## config.mk

```make
export PLATFORM = sky130hd
export DESIGN_NAME = sacc_fifo
export DESIGN_NICKNAME = d
export VERILOG_FILES = /design/src/hw/rtl/sacc_fifo.sv
export SDC_FILE = /design/constraint.sdc
export NUM_CORES = 1
export LEC_CHECK = 0
export ABC_AREA = 0
export BUFFER_PORTS_ARGS = -buffer_cell sky130_fd_sc_hd__buf_2
export CAP_MARGIN = 20
export CORE_MARGIN = 10
export CORE_UTILIZATION = 40
export CTS_BUF_LIST = sky130_fd_sc_hd__clkbuf_16
export CTS_CLUSTER_SIZE = 16
export DETAILED_ROUTE_END_ITERATION = 6
export PLACE_DENSITY = 0.7
export SYNTH_ARGS = -nofsm -noshare
export SYNTH_HDL_FRONTEND = slang
export SYNTH_SLANG_ARGS = --single-unit
```

## constraint.sdc

```tcl
create_clock -name clk -period 3.7 [get_ports clk]
set_input_delay 0.74 -clock clk [delete_from_list [all_inputs] [get_ports clk]]
set_output_delay 0.74 -clock clk [all_outputs]
set_load 0.01 [all_outputs]
```

## src/hw/rtl/sacc_fifo.sv

```systemverilog
// ----------------------------------------------------------------------------
// sacc_fifo
// Small synchronous queue that decouples the two sides of a stage.
// ----------------------------------------------------------------------------
module sacc_fifo #(
  parameter int WIDTH = 8,
  parameter int DEPTH = 2
) (
  input  logic             clk,
  input  logic             rst_n,
  input  logic             wr_en,
  input  logic [WIDTH-1:0] wr_data,
  output logic             full,
  input  logic             rd_en,
  output logic [WIDTH-1:0] rd_data,
  output logic             empty
);

  localparam int PW = (DEPTH > 1) ? $clog2(DEPTH) : 1;
  localparam int CW = $clog2(DEPTH + 1);

  logic [WIDTH-1:0] slot_r [DEPTH];
  logic [PW-1:0]    wr_ptr_r, wr_ptr_nxt;
  logic [PW-1:0]    rd_ptr_r, rd_ptr_nxt;
  logic [CW-1:0]    count_r, count_nxt;
  logic             do_wr, do_rd;

  assign full    = (count_r == CW'(DEPTH));
  assign empty   = (count_r == '0);
  assign do_wr   = wr_en && !full;
  assign do_rd   = rd_en && !empty;
  assign rd_data = slot_r[rd_ptr_r];

  always_comb begin
    wr_ptr_nxt = wr_ptr_r;
    rd_ptr_nxt = rd_ptr_r;
    count_nxt  = count_r;
    if (do_wr) begin
      wr_ptr_nxt = (wr_ptr_r == PW'(DEPTH - 1)) ? '0 : wr_ptr_r + PW'(1);
    end
    if (do_rd) begin
      rd_ptr_nxt = (rd_ptr_r == PW'(DEPTH - 1)) ? '0 : rd_ptr_r + PW'(1);
    end
    if (do_wr && !do_rd) begin
      count_nxt = count_r + CW'(1);
    end else if (do_rd && !do_wr) begin
      count_nxt = count_r - CW'(1);
    end
  end

  always_ff @(posedge clk) begin
    if (!rst_n) begin
      wr_ptr_r <= '0;
      rd_ptr_r <= '0;
      count_r  <= '0;
    end else begin
      wr_ptr_r <= wr_ptr_nxt;
      rd_ptr_r <= rd_ptr_nxt;
      count_r  <= count_nxt;
    end
  end

  always_ff @(posedge clk) begin
    if (do_wr) begin
      slot_r[wr_ptr_r] <= wr_data;
    end
  end

endmodule

```

# ---- Word level (Yosys, flattened, before mapping)
# Memory sizes are Yosys's and may differ from the RTL's. A register that Yosys moved wholly into a read port is not among the register bits.
# Cells that the tools add are included.
dict set report classes {
  addsub 4
  multipliers 0
  n_div 0
  order_cmp 0
  n_eq_ne 1
  n_shift 0
  mux 8
  n_bitwise 0
  reduce_logical 10
}
# op n
set ops {}
lappend ops {{1-bit 2-to-1 mux} 6}
lappend ops {{1-bit logical AND} 4}
lappend ops {{1-bit zero test} 4}
lappend ops {{2-bit 2-to-1 mux} 2}
lappend ops {{1-bit adder (second input constant)} 2}
lappend ops {{2-bit by 1-bit adder with 2-bit output (second input constant)} 1}
lappend ops {{2-bit == test (second input constant)} 1}
lappend ops {{2-bit zero test} 1}
lappend ops {{2-bit nonzero test} 1}
lappend ops {{2-bit by 1-bit subtractor with 2-bit output (second input constant)} 1}
dict set report totals {
  regBits 4
  latchBits 0
  ram_bits 16
  romBits 0
  output_inout_bits 10
  word_cells 27
  n_memories 1
}
# memory words width read_ports rd_ports_with_merged_regs wr line_no
set memory_table {}
lappend memory_table {slot_r 2 8 1 1 1 22} ;# logic [WIDTH-1:0] slot_r [DEPTH];

# ---- Longest topological paths before layout
dict set report depth {
  word_depth 7
  ltp_mapped 7
  ltp_nobuf 7
}

# ---- Worst setup path after synthesis
# OpenSTA, ideal clock, no wires.
dict set report synth_timing {
  path_type {input -> register}
  start {in rd_en}
  end {reg count_r[1]}
  setup_ns 0.070
  arrival_ns 1.603
  required_time_ns 3.630
  path_slack_ns 2.027
  cell_stages 4
  path_buffers 0
  cell_sequence {o21ai_1 -> ha_1 -> or3_1 -> a21boi_1}
}
dict set report synth_via {
  elab_chain_cells 4
  word_cells_on_any_way 6
  classes_between {1 x mux; 5 x reduce/logical}
}
# item line_no
set synth_lines {}
lappend synth_lines {{start, declared} 14} ;# input logic rd_en,
lappend synth_lines {{1-bit logical AND *} 31} ;# assign do_rd = rd_en && !empty;
lappend synth_lines {{1-bit zero test} 44} ;# if (do_wr && !do_rd) begin
lappend synth_lines {{1-bit logical AND} 44}
lappend synth_lines {{2-bit 2-to-1 mux or 2-bit nonzero test (tied branches)} --}
lappend synth_lines {{end signal, assigned} 59} ;# count_r <= count_nxt;
lappend synth_lines {{end, declared} 25} ;# logic [CW-1:0] count_r, count_nxt;
# Mark *: on every way between the ends. The rest lies on a longest branch, timed or not.
# A chain may end at the register's enable or synchronous reset.

==> qor.txt <==
Status -> finished, final reports clean
Post CTS Setup Buffer Count -> 0
DP Area -> 943 µm²
Rel. slew slack -> 54.9%
Hold path startpoint -> count_r[1]
HPWL after DPL -> 1.02 mm
Slew Viols, Final -> 0
Kind of critical path -> flop to output pin
Drt drc -> 0
Setup TNS -> 0 ns
Post-route cell area -> 1020 µm²
Startpoint type of the worst setup path -> flop
CP Capture Type -> output pin
Post-synthesis mux area share -> 11.1%
Grt ovf -> 0
Skew final -> 0.000983 ns
Mapped Cells -> 50
Static leakage -> 0.405 nW
Routed Antenna Nets -> 0
Ys async rst share -> 0%
Placer Congestion -> 0.678
Die extent in x -> 65.0 µm
First-pass GRT wire length -> 2.24 mm
Post-CTS Resized -> 0
Final Core Density -> 52.7%
Site Rows -> 16
Number of setup violations in the final report -> 0
Met3 GRT Util -> 5.33%
Sink Count -> 21
Core area -> 1940 µm²
Synth Net Count -> 63
GRT Max-Usage Layer -> met2
Largest net degree at the start of global routing -> 13
Hold Fails Final Rpt -> 0
Yosys top cell area share -> 59.4%
Ys flop type -> edfxtp_1
Hold crit path type -> flop to flop
Synthesized cell area -> 810 µm²
DR pass1 iterations -> 4
Largest family of logic cells by synthesized area -> multiplexers
Largest cells by area after synthesis -> edfxtp_1, dfxtp_1, mux2_2
Layout cells sized above 1 -> 47.3%
Ys Warns -> 0
Final WL -> 1.37 mm
Met1 GRT Util -> 6.70%
Routed via count -> 470
Vias in the first global route -> 498
Die extent in y -> 65.0 µm
Max rail drop VDD -> 0.438 mV
Synth Area in Simple Gates -> 6.80%
Syn_area_per_cell -> 16.2 µm²
Root buffer cell -> clkbuf_16
Die area -> 4220 µm²
Initial antenna violation count -> 0
GR Layer Usage met2 -> 11.1%
DR WL/cell -> 13.6 µm
Power per cell area -> 733 nW/µm²
N_diodes -> 0
CTS buffer count -> 3
Area leader, netlist -> edfxtp_1
Synth Area in Compound Gates -> 4.02%
Nets -> 88
All-layer global routing usage -> 7.02%
Synth cell types -> 20
Io pins -> 22
Post-Synth XOR/XNOR Area -> 3.25%
Sequential-to-total area share from yosys stat -> 71.7%
Initial DRC Count -> 3
Slack of the critical path -> 1.65 ns
Worst-path clk slew -> 0.05 ns
Area grow syn2layout -> 26.4%
MaxCap Viol Count -> 0
Worst EP arrival -> 1.31 ns
Count of buffers from port buffering -> 21
Initial Util -> 41.7%
Dpl ws -> 1.85 ns
Hold WS -> 0.516 ns
Post-synth EDFFs -> 16
Clock Latency Late Sink -> 0.25 ns
R2R Path Start -> count_r[0]
Tmin final -> 2.05 ns
CTS tree -> done
CP required -> 2.96 ns
Commonest cells post-synth -> edfxtp_1, mux2_2, dfxtp_1
Max Freq -> 0.487 GHz
Clock tree buffer depth -> 2
Via/cell ratio -> 4.65
FF+latch count, synth -> 21
Adder-cell share of the synthesized area -> 1.55%
Peak fanout along the critical path -> 8
RSZ-0062 raised after global routing -> false
Most frequent cell after synthesis -> edfxtp_1
Worst Tran Pin Value -> 0.672 ns
# H-tree levels -> 1
Fin crit share -> 55.5%
# hold bufs at CTS -> 0
-- worst paths after layout --
path	end	slack, ns	cells after the start
worst max register to register	count_r[1]	2.17	6
worst min-delay path	count_r[1]	0.52	2
worst min register to register	count_r[1]	0.52	2
worst max-delay path	rd_data[6]	1.65	2
-- sequential cells by signal (all words and copies together), names as in the netlist, named ones only --
name / flops
rd_ptr_r: 1
wr_ptr_r: 1
slot_r: 16
count_r: 2
-- power breakdown --
part           internal, W  leakage, nW  switching (W)
logic             0.000102        0.173      0.0000923
clock network     0.000145       0.0409      0.0000779
registers         0.000302        0.191      0.0000314
total             0.000549        0.405       0.000202
-- critical path, stage by stage, from the launching register on --
cell and delay [ns]:
dfxtp_1 0.54, mux2_2 0.38, buf_2 0.14
-- cell type report --
class                   instances  area, µm²
clock buffers                   3       75.1
clock inverters                 1       5.00
fillers                       179        918
inverters                       2       7.51
multi-input cells              26        216
flip-flops and latches         21        581
well taps                      27       33.8
repair buffers                 21        105
-- routing by layer --
layer / vias to the layer above / part of all wire, %
met1: 220 / 40
met4: 0 / 1.5
met3: 4 / 11
met2: 18 / 48
met5: - / 0
li1: 228 / -
-- logic make-up (layout without fill, tap and decap cells) --
logic type	after synthesis	count (layout)
multiplexers	8	8
AO/OA/AOI/OAI	5	5
adder cells (fa/ha/maj)	1	1
AND/OR/NAND/NOR	9	9
XOR/XNOR	3	3
flip-flops	21	21
buffers and inverters	3	27
-- placed cells by master, fill, tap and decap left out, drive strengths merged --
cell type,count
o21a,1
dfxtp,5
mux2,8
and3,1
nor2,2
edfxtp,16
inv,2
clkbuf,3
a21boi,2
and2,3
nand2b,1
nor3,1
o21ai,2
xor2,1
xnor2,2
or3,1
buf,21
clkinv,1
ha,1
-- metrics by stage --
| stage | total power, W | cells |
|---|---|---|
| final | 0.000750 | 101 |
| after global routing | 0.000800 | 101 |
| after CTS | 0.000764 | 101 |
| after detailed placement | 0.000538 | 97 |
| after global placement | 0.000533 | 97 |
| after floorplan | 0.000471 | 50 |
Note: power is estimated with default switching activity, not from simulation.
