--- src/hw/rtl/sacc_pkg.sv ---
// ----------------------------------------------------------------------------
// sacc_pkg
// Shared types, codes and helpers of the clock-replacement cache tag store.
// ----------------------------------------------------------------------------
package sacc_pkg;

  localparam logic [1:0] KIND_LOAD   = 2'd0;
  localparam logic [1:0] KIND_STORE  = 2'd1;
  localparam logic [1:0] KIND_MODIFY = 2'd2;
  localparam logic [1:0] KIND_OTHER  = 2'd3;

  localparam logic [1:0] OUT_HIT   = 2'd0;
  localparam logic [1:0] OUT_MISS  = 2'd1;
  localparam logic [1:0] OUT_EVICT = 2'd2;

  localparam logic [1:0] CFG_SET_BITS   = 2'd0;
  localparam logic [1:0] CFG_BLOCK_BITS = 2'd1;
  localparam logic [1:0] CFG_WAYS       = 2'd2;

  localparam logic [31:0] CNT_MAX = 32'hFFFF_FFFF;

  typedef struct packed {
    logic [1:0]  kind;
    logic [63:0] address;
  } in_t;

  typedef struct packed {
    logic [1:0]  outcome;
    logic        last;
    logic [31:0] hit_total;
    logic [31:0] miss_total;
    logic [31:0] evict_total;
  } out_t;

  typedef struct packed {
    logic [2:0] set_bits;
    logic [5:0] block_bits;
    logic [3:0] ways;
  } cfg_t;

  function automatic logic [31:0] sat_inc(input logic [31:0] v);
    return (v == CNT_MAX) ? v : v + 32'd1;
  endfunction

endpackage

--- src/hw/rtl/sacc_fifo.sv ---
// ----------------------------------------------------------------------------
// sacc_fifo
// Small synchronous queue that decouples the two sides of a stage.
// ----------------------------------------------------------------------------
module sacc_fifo #(
  parameter int WIDTH = 8,
  parameter int DEPTH = 2
) (
  input  logic             clk,
  input  logic             rst_n,
  input  logic             wr_en,
  input  logic [WIDTH-1:0] wr_data,
  output logic             full,
  input  logic             rd_en,
  output logic [WIDTH-1:0] rd_data,
  output logic             empty
);

  localparam int PW = (DEPTH > 1) ? $clog2(DEPTH) : 1;
  localparam int CW = $clog2(DEPTH + 1);

  logic [WIDTH-1:0] slot_r [DEPTH];
  logic [PW-1:0]    wr_ptr_r, wr_ptr_nxt;
  logic [PW-1:0]    rd_ptr_r, rd_ptr_nxt;
  logic [CW-1:0]    count_r, count_nxt;
  logic             do_wr, do_rd;

  assign full    = (count_r == CW'(DEPTH));
  assign empty   = (count_r == '0);
  assign do_wr   = wr_en && !full;
  assign do_rd   = rd_en && !empty;
  assign rd_data = slot_r[rd_ptr_r];

  always_comb begin
    wr_ptr_nxt = wr_ptr_r;
    rd_ptr_nxt = rd_ptr_r;
    count_nxt  = count_r;
    if (do_wr) begin
      wr_ptr_nxt = (wr_ptr_r == PW'(DEPTH - 1)) ? '0 : wr_ptr_r + PW'(1);
    end
    if (do_rd) begin
      rd_ptr_nxt = (rd_ptr_r == PW'(DEPTH - 1)) ? '0 : rd_ptr_r + PW'(1);
    end
    if (do_wr && !do_rd) begin
      count_nxt = count_r + CW'(1);
    end else if (do_rd && !do_wr) begin
      count_nxt = count_r - CW'(1);
    end
  end

  always_ff @(posedge clk) begin
    if (!rst_n) begin
      wr_ptr_r <= '0;
      rd_ptr_r <= '0;
      count_r  <= '0;
    end else begin
      wr_ptr_r <= wr_ptr_nxt;
      rd_ptr_r <= rd_ptr_nxt;
      count_r  <= count_nxt;
    end
  end

  always_ff @(posedge clk) begin
    if (do_wr) begin
      slot_r[wr_ptr_r] <= wr_data;
    end
  end

endmodule

--- src/hw/rtl/sacc_front.sv ---
// ----------------------------------------------------------------------------
// sacc_front
// Accepts accesses, splits the address into set and tag, and queues lookups.
// ----------------------------------------------------------------------------
module sacc_front #(
  parameter int MAX_SET_BITS = 5,
  parameter int ADDR_WIDTH   = 64
) (
  input  logic                                    clk,
  input  logic                                    rst_n,
  input  sacc_pkg::cfg_t                          cfg,
  input  logic                                    push,
  input  sacc_pkg::in_t                           in_data,
  output logic                                    full,
  output logic                                    op_valid,
  output logic [((MAX_SET_BITS > 0) ? MAX_SET_BITS : 1) + ADDR_WIDTH:0] op_data,
  input  logic                                    op_pop
);

  localparam int SW        = (MAX_SET_BITS > 0) ? MAX_SET_BITS : 1;
  localparam int OP_W      = 1 + SW + ADDR_WIDTH;
  localparam int OPQ_DEPTH = 2;

  logic [ADDR_WIDTH-1:0] addr;
  logic [ADDR_WIDTH-1:0] set_full;
  logic [ADDR_WIDTH-1:0] tag;
  logic [3:0]            sb;
  logic [6:0]            shift;
  logic [SW-1:0]         set_mask;
  logic [SW-1:0]         set_idx;
  logic                  is_mod;
  logic                  q_push;
  logic                  q_empty;

  assign addr   = in_data.address[ADDR_WIDTH-1:0];
  assign sb     = ({1'b0, cfg.set_bits} > 4'(MAX_SET_BITS)) ? 4'(MAX_SET_BITS)
                                                            : {1'b0, cfg.set_bits};
  assign shift  = 7'(cfg.block_bits) + 7'(sb);
  assign set_full = addr >> cfg.block_bits;
  assign tag    = addr >> shift;
  assign is_mod = (in_data.kind == sacc_pkg::KIND_MODIFY);

  always_comb begin
    for (int i = 0; i < SW; i++) begin
      set_mask[i] = (4'(i) < sb);
    end
  end

  assign set_idx  = set_full[SW-1:0] & set_mask;
  assign q_push   = push && !full && (in_data.kind != sacc_pkg::KIND_OTHER);
  assign op_valid = !q_empty;

  sacc_fifo #(
    .WIDTH (OP_W),
    .DEPTH (OPQ_DEPTH)
  ) u_opq (
    .clk     (clk),
    .rst_n   (rst_n),
    .wr_en   (q_push),
    .wr_data ({is_mod, set_idx, tag}),
    .full    (full),
    .rd_en   (op_pop),
    .rd_data (op_data),
    .empty   (q_empty)
  );

endmodule

--- config.mk ---
export PLATFORM = sky130hd
export DESIGN_NAME = sacc_front
export DESIGN_NICKNAME = d
export VERILOG_FILES = /design/src/hw/rtl/sacc_pkg.sv /design/src/hw/rtl/sacc_fifo.sv /design/src/hw/rtl/sacc_front.sv
export SDC_FILE = /design/constraint.sdc
export NUM_CORES = 1
export LEC_CHECK = 0
export BUFFER_PORTS_ARGS = -buffer_cell sky130_fd_sc_hd__buf_2
export CORE_UTILIZATION = 45
export DETAILED_ROUTE_END_ITERATION = 10
export GPL_TIMING_DRIVEN = 0
export SLEW_MARGIN = 10
export SYNTH_ARGS = -nofsm -noshare
export SYNTH_HDL_FRONTEND = slang
export SYNTH_SLANG_ARGS = --single-unit
--- constraint.sdc ---
create_clock -name clk -period 6.12 [get_ports clk]
set_input_delay 1.224 -clock clk [delete_from_list [all_inputs] [get_ports clk]]
set_output_delay 1.224 -clock clk [all_outputs]
set_load 0.005 [all_outputs]
After elaboration in Yosys (flattened, before gate mapping)
Memory sizes are Yosys's and may differ from the RTL's. A register that Yosys moved wholly into a read port is not among the register bits.
Index checks and enable logic that the tools add are counted.
{ "op_classes": {"n_addsub": 5, "order_cmp": 6, "n_eq_ne": 3, "shifts": 2, "n_mux": 9, "bitwise_logic": 1, "reduce_logical": 12} }
{ "ops": {"columns": ["cell", "n"], "rows": [
  ["$shr A64 B6 Y5", 1],
  ["$shr A64 B7 Y64", 1],
  ["$add A6 B3 Y7", 1],
  ["$logic_and A1 B1 Y1", 6],
  ["$lt A1 B3 Y1 const A", 2],
  ["$lt A2 B3 Y1 const A", 2],
  ["$mux W1", 6],
  ["$and A5 B5 Y5", 1],
  ["$eq A2 B2 Y1 const B", 2],
  ["$logic_not A1 Y1", 4],
  ["$mux W2", 2],
  ["$gt A3 B3 Y1 const B", 1],
  ["$lt A3 B3 Y1 const A", 1],
  ["$mux W3", 1],
  ["$add A1 B1 Y1 const B", 2],
  ["$add A2 B1 Y2 const B", 1],
  ["$logic_not A2 Y1", 1],
  ["$ne A2 B2 Y1 const B", 1],
  ["$reduce_bool A2 Y1", 1],
  ["$sub A2 B1 Y2 const B", 1]
]} }
{ "totals": {"ff_bits": 4, "ram_bits": 140, "output_inout_bits": 72, "elab_cells": 42, "n_memories": 1} }
{ "memory_table": {"columns": ["memory", "words", "width", "rd", "rd_ports_with_merged_regs", "wr", "line_no", "rtl"], "rows": [
  ["u_opq.slot_r", 2, 70, 1, 1, 1, "sacc_fifo.sv:22", "logic [WIDTH-1:0] slot_r [DEPTH];"]
]} }

Logic depth before layout (Yosys ltp)
Gate-level depths: netlist of run 1.
{ "logic_depth": {"word_depth": 9, "mapped_depth": 14, "depth_no_buf": 9} }

Cells and area by module
A second synthesis of run 1 with hierarchy kept.
{ "hier_totals": {"hier_cells": 1000, "area_unflattened_um2": 11793.8} }
{ "modules_own_cells": {"columns": ["mod", "n_inst", "cells_each", "area_per_inst_um2"], "rows": [
  ["sacc_front", 1, 757, 6527.5],
  ["sacc_fifo", 1, 243, 5266.3]
]} }

Worst setup path before layout of run 1
No wires, ideal clock.
{ "synth_timing": {"path_kind": "input -> register", "start": "input in_data[64] (netlist bit)", "end": "memory u_opq.slot_r[0][0] (netlist bit), enable pin", "setup_time_ps": 500, "arrival_time_ps": 4340, "path_slack_ps": 1281, "cell_stages": 3, "path_buffers": 0, "path_cell_list": "nand2_1 nand3_1 nor2_1"} }
{ "synth_via": {"elab_chain_len": 5} }
{ "synth_rtl": {"columns": ["item", "line_no", "rtl"], "rows": [
  ["from (decl)", "sacc_front.sv:13", "input sacc_pkg::in_t in_data,"],
  ["$ne A2 B2 Y1", "sacc_front.sv:50", "assign q_push = push && !full && (in_data.kind != sacc_pkg::KIND_OTHER);"],
  ["$logic_and A1 B1 Y1", "sacc_front.sv:50", null],
  ["$logic_and A1 B1 Y1", "sacc_fifo.sv:30", "assign do_wr = wr_en && !full;"],
  ["$mux W1", "sacc_fifo.sv:64", "if (do_wr) begin"],
  ["$mux W1 (implied by the code)", "sacc_fifo.sv:65", "slot_r[wr_ptr_r] <= wr_data;"],
  ["to (decl)", "sacc_fifo.sv:22", null]
]} }
Every way passes these cells.

Worst setup path after layout of run 1
{ "layout_timing": {"start": "input cfg[12] (netlist bit)", "end": "memory u_opq.slot_r[1][10] (netlist bit) (data pin)"} }
{ "layout_via": {"elab_chain_len": 4} }
{ "layout_rtl": {"columns": ["item", "line_no", "rtl"], "rows": [
  ["from (decl)", "sacc_front.sv:11", "input sacc_pkg::cfg_t cfg,"],
  ["$gt A3 B3 Y1", "sacc_front.sv:36", "assign sb = ({1'b0, cfg.set_bits} > 4'(MAX_SET_BITS)) ? 4'(MAX_SET_BITS)"],
  ["$mux W3 *", "sacc_front.sv:36", null],
  ["$add A6 B3 Y7 *", "sacc_front.sv:38", "assign shift = 7'(cfg.block_bits) + 7'(sb);"],
  ["$shr A64 B7 Y64 *", "sacc_front.sv:40", "assign tag = addr >> shift;"],
  ["named net tag[10]", "sacc_front.sv:26", "logic [ADDR_WIDTH-1:0] tag;"]
]} }
The timed path passes the listed nets; every way through them passes the cells marked *.

==> implementation parameters, run 1 <==
Parameter                              Value

Die
  Floorplan die height    164.2 um
  Initial standard-cell utilization of the core    0.4570
  Horizontal die dimension    164.2 um
  Std cell rows    59
  Total Die Area    26970 um^2
  # IOs    155
  Area inside the core boundary    25910 um^2

Power
  Share of total power consumed by net switching    0.3771
  Power density over the cells    318.0 nW/um^2
  Proportion of power drawn by flip-flops and latches    0.305
  Reported net switching power    1641 uW
  Power share of the clock group    0.237
  Internal Pwr Total    2710 uW
  Combinational fraction of design power    0.458
  Maximum ir drop on the vdd rail    0.2020 mV
  Leak pwr    0.005431 uW

Drt
  Total via count in the routed design    10120
  Average detailed-routed wire length per instance    26.06 um
  Total DRC errors in the routed layout    0
  Initial DRC count    1020
  Overall routed net length    40820 um
  Remaining number of nets flagged by the antenna check after routing    0
  Post-DR vias/cell    6.462
  Number of detailed-routing iterations run before antenna repair    7

Placement
  Final weighted congestion in routability-driven placement    1.042
  Placed wire-length estimate after detailed placement    32230 um
  Number of cells after detailed placement    1534
  Post-Place Cell Area    13090 um^2
  IO buf count    148

Worst setup path
  Type of the worst setup path    input pin to flip-flop
  R2R Setup Slk    3.97 ns
  Path depth of the worst reg2reg path    5
  Crit path required time    6.23 ns
  Setup crit start kind    input pin
  Arr. time, crit path    5.09 ns
  Worst-path maximum fanout    10
  Start of the worst register-to-register path    u_opq.count_r[0]
  CP Launch Point    cfg[12]
  Critical path capture point type    flip-flop
  Terminus of the critical flop-to-flop path    u_opq.slot_r[0][3]
  Worst Setup EP    u_opq.slot_r[1][10]

Yosys
  Number of enable flip-flop cells after synthesis    140
  Mapped Area    11840 um^2
  Proportion of synthesized flip-flops having asynchronous set or reset    0
  Syn nets    1136
  Synth warnings    0
  Post-Synthesis Mean Instance Area    11.30 um^2
  Netlist cell types    70
  FF+latch count, synth    145
  Most instantiated flip-flop cell in the synthesis netlist    edfxtp_1
  Post-Syn Instances    1048
  Sequential-to-total area share from yosys stat    0.3635

Hold path
  Min-Delay Path Class    flip-flop to flip-flop

Final layout
  Number of nets in the layout    1306
  Most common cell after layout, fill and taps aside    mux2i_1
  Number of standard cells in the layout, taps in and fillers out    1566
  Syn-to-layout area delta    15.53%
  Number of diodes    0
  Share of final-layout standard cells stronger than drive strength 1    0.3266
  Post-route standard cell area excluding fillers    13680 um^2
  Final Core Density    0.5280
  Leading cell types in the layout, fill and taps excluded    mux2i_1, buf_2, edfxtp_1, mux2_2, nand2_1
  Filler cell count in the final layout    2334

Timing
  Count of final max-slew check failures    0
  Setup repair after global routing missed its margin    no
  Maximum operating frequency    0.2007 GHz
  Pin slew with the least headroom to its limit    1.218 ns
  Slew margin rel.    0.1817
  Final Skew    0.01133 ns
  Endpoints failing hold    0
  Setup violators final    0
  Minimum clock period after layout    4.983 ns
  Final cycle utilization of the critical path    0.8142
  Total Neg Setup Slack    0 ns

Global routing
  Leftover overflow at the end of global routing    0
  Maximum number of pins on one net before global-route repair    57
  Via count of the first global-routing pass    9708
  Global-route wire length before repair    59600 um
  Number of antenna violations at the first check in global routing    0
  All-Layer GR Usage    0.3025

Clock tree
  Clk Latency, worst-skew pair    0.42 ns
  Clock buffers created by TritonCTS    17
  CTS H-tree depth    4
  Clock transition at path regs    0.07 ns
  Library cell used as clock root buffer    clkbuf_16
  Max clock buf depth    2
  Number of hold buffers added after cts    0
  Clock net sink count    145
  Number of instances resized during post-cts repair    0
  Clock tree from TritonCTS    built
  Count of buffers added by post-CTS timing repair for setup    0

Outcome
  Result of the run    completed

Job
  Maximum capacitance violations    0
[worst min path at each step]
| stage | from | endpoint | cells past startpoint |
|---|---|---|---|
| after floorplan | u_opq.count_r[1] | u_opq.count_r[1] | 2 |
| after global placement | u_opq.count_r[1] | u_opq.count_r[1] | 2 |
| after detailed placement | u_opq.count_r[1] | u_opq.count_r[1] | 2 |
| after CTS | u_opq.count_r[1] | u_opq.count_r[1] | 2 |
| after global routing | u_opq.count_r[1] | u_opq.count_r[1] | 2 |
| final | u_opq.count_r[1] | u_opq.count_r[1] | 2 |
[power by group through the flow]
stage | Clock (uW) | Combinational, uW | Sequential [uW]
2_1_floorplan | 0 | 1260 | 1350
3_3_place_gp | 0 | 1920 | 1360
3_5_place_dp | 0 | 1950 | 1350
4_1_cts | 1050 | 1960 | 1330
5_1_grt | 1090 | 2120 | 1340
6_report | 1030 | 1990 | 1330
[state kept, by name (all words and copies together), names as in the netlist, named ones only]
name / cells
u_opq.count_r: 2
u_opq.rd_ptr_r: 1
u_opq.wr_ptr_r: 1
u_opq.slot_r: 140
[worst max-delay path, cell delays in order]
cell and delay (ns):
clkbuf_1 0.19, a21o_1 0.21, ha_1 0.21, fa_1 0.51, buf_2 0.25, buf_4 0.27, buf_2 0.33, mux2i_1 0.29
nand2_1 0.08, a31oi_1 0.77, mux2i_1 0.37, a2bb2oi_1 0.25, o22ai_1 0.12
[synth_stat cells, drive strengths merged, types with 2 or more instances]
cell | instances | area [um^2]
o211ai | 13 | 97.59
dfxtp | 5 | 100.1
o22ai | 15 | 93.84
mux4 | 58 | 1310
nor3 | 15 | 75.07
a21oi | 47 | 239.0
o31ai | 2 | 15.01
or3 | 11 | 68.82
ha | 4 | 50.05
o32ai | 3 | 26.28
o21a | 5 | 37.54
a32oi | 14 | 122.6
a31oi | 8 | 50.05
o311ai | 2 | 17.52
nand3 | 24 | 125.1
nand2b | 5 | 31.28
nand4 | 3 | 18.77
o311a | 2 | 20.02
a2111oi | 2 | 17.52
o2111ai | 3 | 26.28
o21ai | 25 | 132.6
a21o | 2 | 15.01
inv | 10 | 37.54
and2 | 11 | 68.81
a21boi | 2 | 15.01
a311oi | 4 | 35.03
nand2 | 106 | 397.9
nor2b | 12 | 75.07
mux2i | 205 | 2056
nor2 | 45 | 168.9
a2bb2oi | 2 | 17.52
nand3b | 2 | 15.01
buf | 47 | 272.8
edfxtp | 140 | 4204
and3 | 2 | 12.51
mux2 | 109 | 1235
a211oi | 13 | 102.6
xor2 | 2 | 36.29
xnor2 | 5 | 66.32
clkbuf | 43 | 161.4
a22oi | 6 | 45.04
[stage by stage]
step	setup WS, ns	hold slack [ns]	total power [uW]
after floorplan	1.281	0.4728	2610
after global placement	-0.5709	0.4917	3285
after detailed placement	0.8234	0.5071	3297
after CTS	1.251	0.5165	4339
after global routing	0.9029	0.5450	4550
final	1.137	0.5087	4351
[per-layer routing]
metal	track usage	up-vias	routed length (um)
li1	-	4444	-
met1	0.4078	4978	16920
met2	0.4720	612	18370
met3	0.08333	86	4320
met4	0.09133	0	1215
met5	0	-	0
[area by class of cell]
class,instances,area (um^2),area share
buffer,90,434.2,0.03174
clock buffer,18,429.2,0.03137
clock inverter,14,165.2,0.01207
inverter,11,41.29,0.003018
multi-input combinational,802,7072,0.5169
sequential,145,4304,0.3146
tap,335,419.2,0.03064
timing repair buffer,151,815.8,0.05963
[cells by family after synthesis]
kind of cell    count (synthesis)  share of synthesized area
fa+ha+maj                       5                   0.005917
simple gates                  240                    0.09182
compound gates                178                     0.1014
xor+xnor                        7                   0.008665
mux                           372                     0.3885
buf+inv                       101                    0.04015
flops                         145                     0.3635
No activity file was read; power rests on OpenSTA's default activity.
==> run 2: changes to the inputs <==
==> constraint.sdc (replaced) <==
create_clock -name clk -period 4.9 [get_ports clk]
set_input_delay 0.98 -clock clk [delete_from_list [all_inputs] [get_ports clk]]
set_output_delay 0.98 -clock clk [all_outputs]
set_load 0.005 [all_outputs]
==> implementation parameters, run 2 (synthesized netlist as in run 1, its figures left out) <==
Parameter                              Value

Outcome
  Result of the run    completed

Drt
  Overall routed net length    40750 um
  Post-DR vias/cell    6.441
  Average detailed-routed wire length per instance    26.02 um
  Remaining number of nets flagged by the antenna check after routing    0
  Initial DRC count    1087
  Total DRC errors in the routed layout    0
  Number of detailed-routing iterations run before antenna repair    9
  Total via count in the routed design    10090

Die
  Floorplan die height    164.2 um
  Horizontal die dimension    164.2 um
  Total Die Area    26970 um^2
  Area inside the core boundary    25910 um^2
  Std cell rows    59
  # IOs    155
  Initial standard-cell utilization of the core    0.4570

Final layout
  Share of final-layout standard cells stronger than drive strength 1    0.3274
  Register cell area after layout    4304 um^2
  Syn-to-layout area delta    15.59%
  Most flop-heavy register    u_opq.slot_r
  Flip-flop count of the largest register, all copies and words added    140
  Leading cell types in the layout, fill and taps excluded    mux2i_1, buf_2, edfxtp_1, mux2_2, nand2_1
  Number of nets in the layout    1306
  Multi-input gate area    7078 um^2
  Largest registers    u_opq.slot_r x140, u_opq.count_r x2
  Number of diodes    0
  Final Core Density    0.5282
  Most common cell after layout, fill and taps aside    mux2i_1
  Filler cell count in the final layout    2334

Global routing
  Leftover overflow at the end of global routing    0
  Global-route wire length before repair    59600 um
  Maximum number of pins on one net before global-route repair    57
  All-Layer GR Usage    0.3025
  Number of antenna violations at the first check in global routing    0
  Via count of the first global-routing pass    9708

Worst setup path
  Arr. time, crit path    4.84 ns
  Crit path required time    5.07 ns
  R2R Setup Slk    2.75 ns
  Worst-path maximum fanout    10
  Setup crit start kind    input pin
  Type of the worst setup path    input pin to flip-flop
  Critical path capture point type    flip-flop

Timing
  Total Neg Setup Slack    0 ns
  Final cycle utilization of the critical path    0.9530
  Minimum clock period after layout    4.670 ns
  Count of final max-slew check failures    0
  Endpoints failing hold    0
  Slew margin rel.    0.1831
  Setup repair after global routing missed its margin    no
  Maximum operating frequency    0.2142 GHz
  Setup violators final    0
  Pin slew with the least headroom to its limit    1.216 ns
  Final Skew    0.01182 ns

Clock tree
  Clock transition at path regs    0.07 ns
  Clk Latency, worst-skew pair    0.42 ns
  CTS H-tree depth    4
  Count of buffers added by post-CTS timing repair for setup    0
  Library cell used as clock root buffer    clkbuf_16
  Clock buffers created by TritonCTS    17
  Clock net sink count    145
  Max clock buf depth    2
  Clock tree from TritonCTS    built

Power
  Leak pwr    0.005432 uW
  Power density over the cells    397.4 nW/um^2
  Maximum ir drop on the vdd rail    0.2522 mV

Job
  Maximum capacitance violations    0

Placement
  Placed wire-length estimate after detailed placement    32230 um
  Final weighted congestion in routability-driven placement    1.042
  IO buf count    148

Hold path
  Min-Delay Path Class    flip-flop to flip-flop
==> run 2: changes by cell type in the layout (fill, tap and decap cells not counted) <==
cell / before / now
a31oi_1: 8 / 7
a31oi_2: 0 / 1
==> run 2: layout make-up <==
class,instances,share of cell area
flip-flops and latches,145,0.3145
multi-input cells,802,0.5171
repair buffers,151,0.05960
plain buffers,90,0.03172
inverters,11,0.003017
clock inverters,14,0.01207
clock buffers,18,0.03136
well taps,335,0.03062
==> run 2: per-layer routing <==
metal  wire, um  share of wire  track usage
met5          0              0            0
met1      16880           0.41       0.4078
met4       1089          0.027      0.09133
met2      18520           0.45       0.4720
met3       4271           0.10      0.08333
==> run 2: critical path, stage by stage <==
cell and delay, ns:
clkbuf_1 0.20, a21o_1 0.21, ha_1 0.21, fa_1 0.53, xnor2_2 0.42, buf_2 0.36
clkbuf_1 0.51, a31oi_2 0.40, mux2i_1 0.49, nand2_1 0.10, a21oi_1 0.40
==> run 2: timing repair <==
item,CTS,global route
gates resized for setup,0,1
endpoints found under the hold margin,0,0
setup endpoints to repair,0,2
hold buffers,0,0
==> run 2: worst paths after layout <==
| path | startpoint | to | depth (start not counted) |
|---|---|---|---|
| worst min register to register | u_opq.count_r[1] | u_opq.count_r[1] | 2 |
| worst max-delay path | cfg[12] | u_opq.slot_r[1][42] | 11 |
| worst max register to register | u_opq.count_r[0] | u_opq.slot_r[0][3] | 5 |
| worst min-delay path | u_opq.count_r[1] | u_opq.count_r[1] | 2 |
==> run 2: per-stage QoR <==
stage | setup slack, ns | total power (uW) | hold slack (ns) | cells | cell area, um^2
after floorplan | 0.3046 | 3260 | 0.4728 | 1048 | 11840
after global placement | -1.547 | 4104 | 0.4917 | 1531 | 13000
after detailed placement | -0.1526 | 4118 | 0.5071 | 1534 | 13090
after CTS | 0.2750 | 5419 | 0.5165 | 1566 | 13680
after global routing | 0.1594 | 5684 | 0.5450 | 1566 | 13690
final | 0.2304 | 5439 | 0.5087 | 1566 | 13690
==> run 2: where the power goes <==
part	total, uW	internal (uW)	switching, uW
sequential	1660	1620	39.8
combinational	2490	1040	1450
clock	1290	726	563
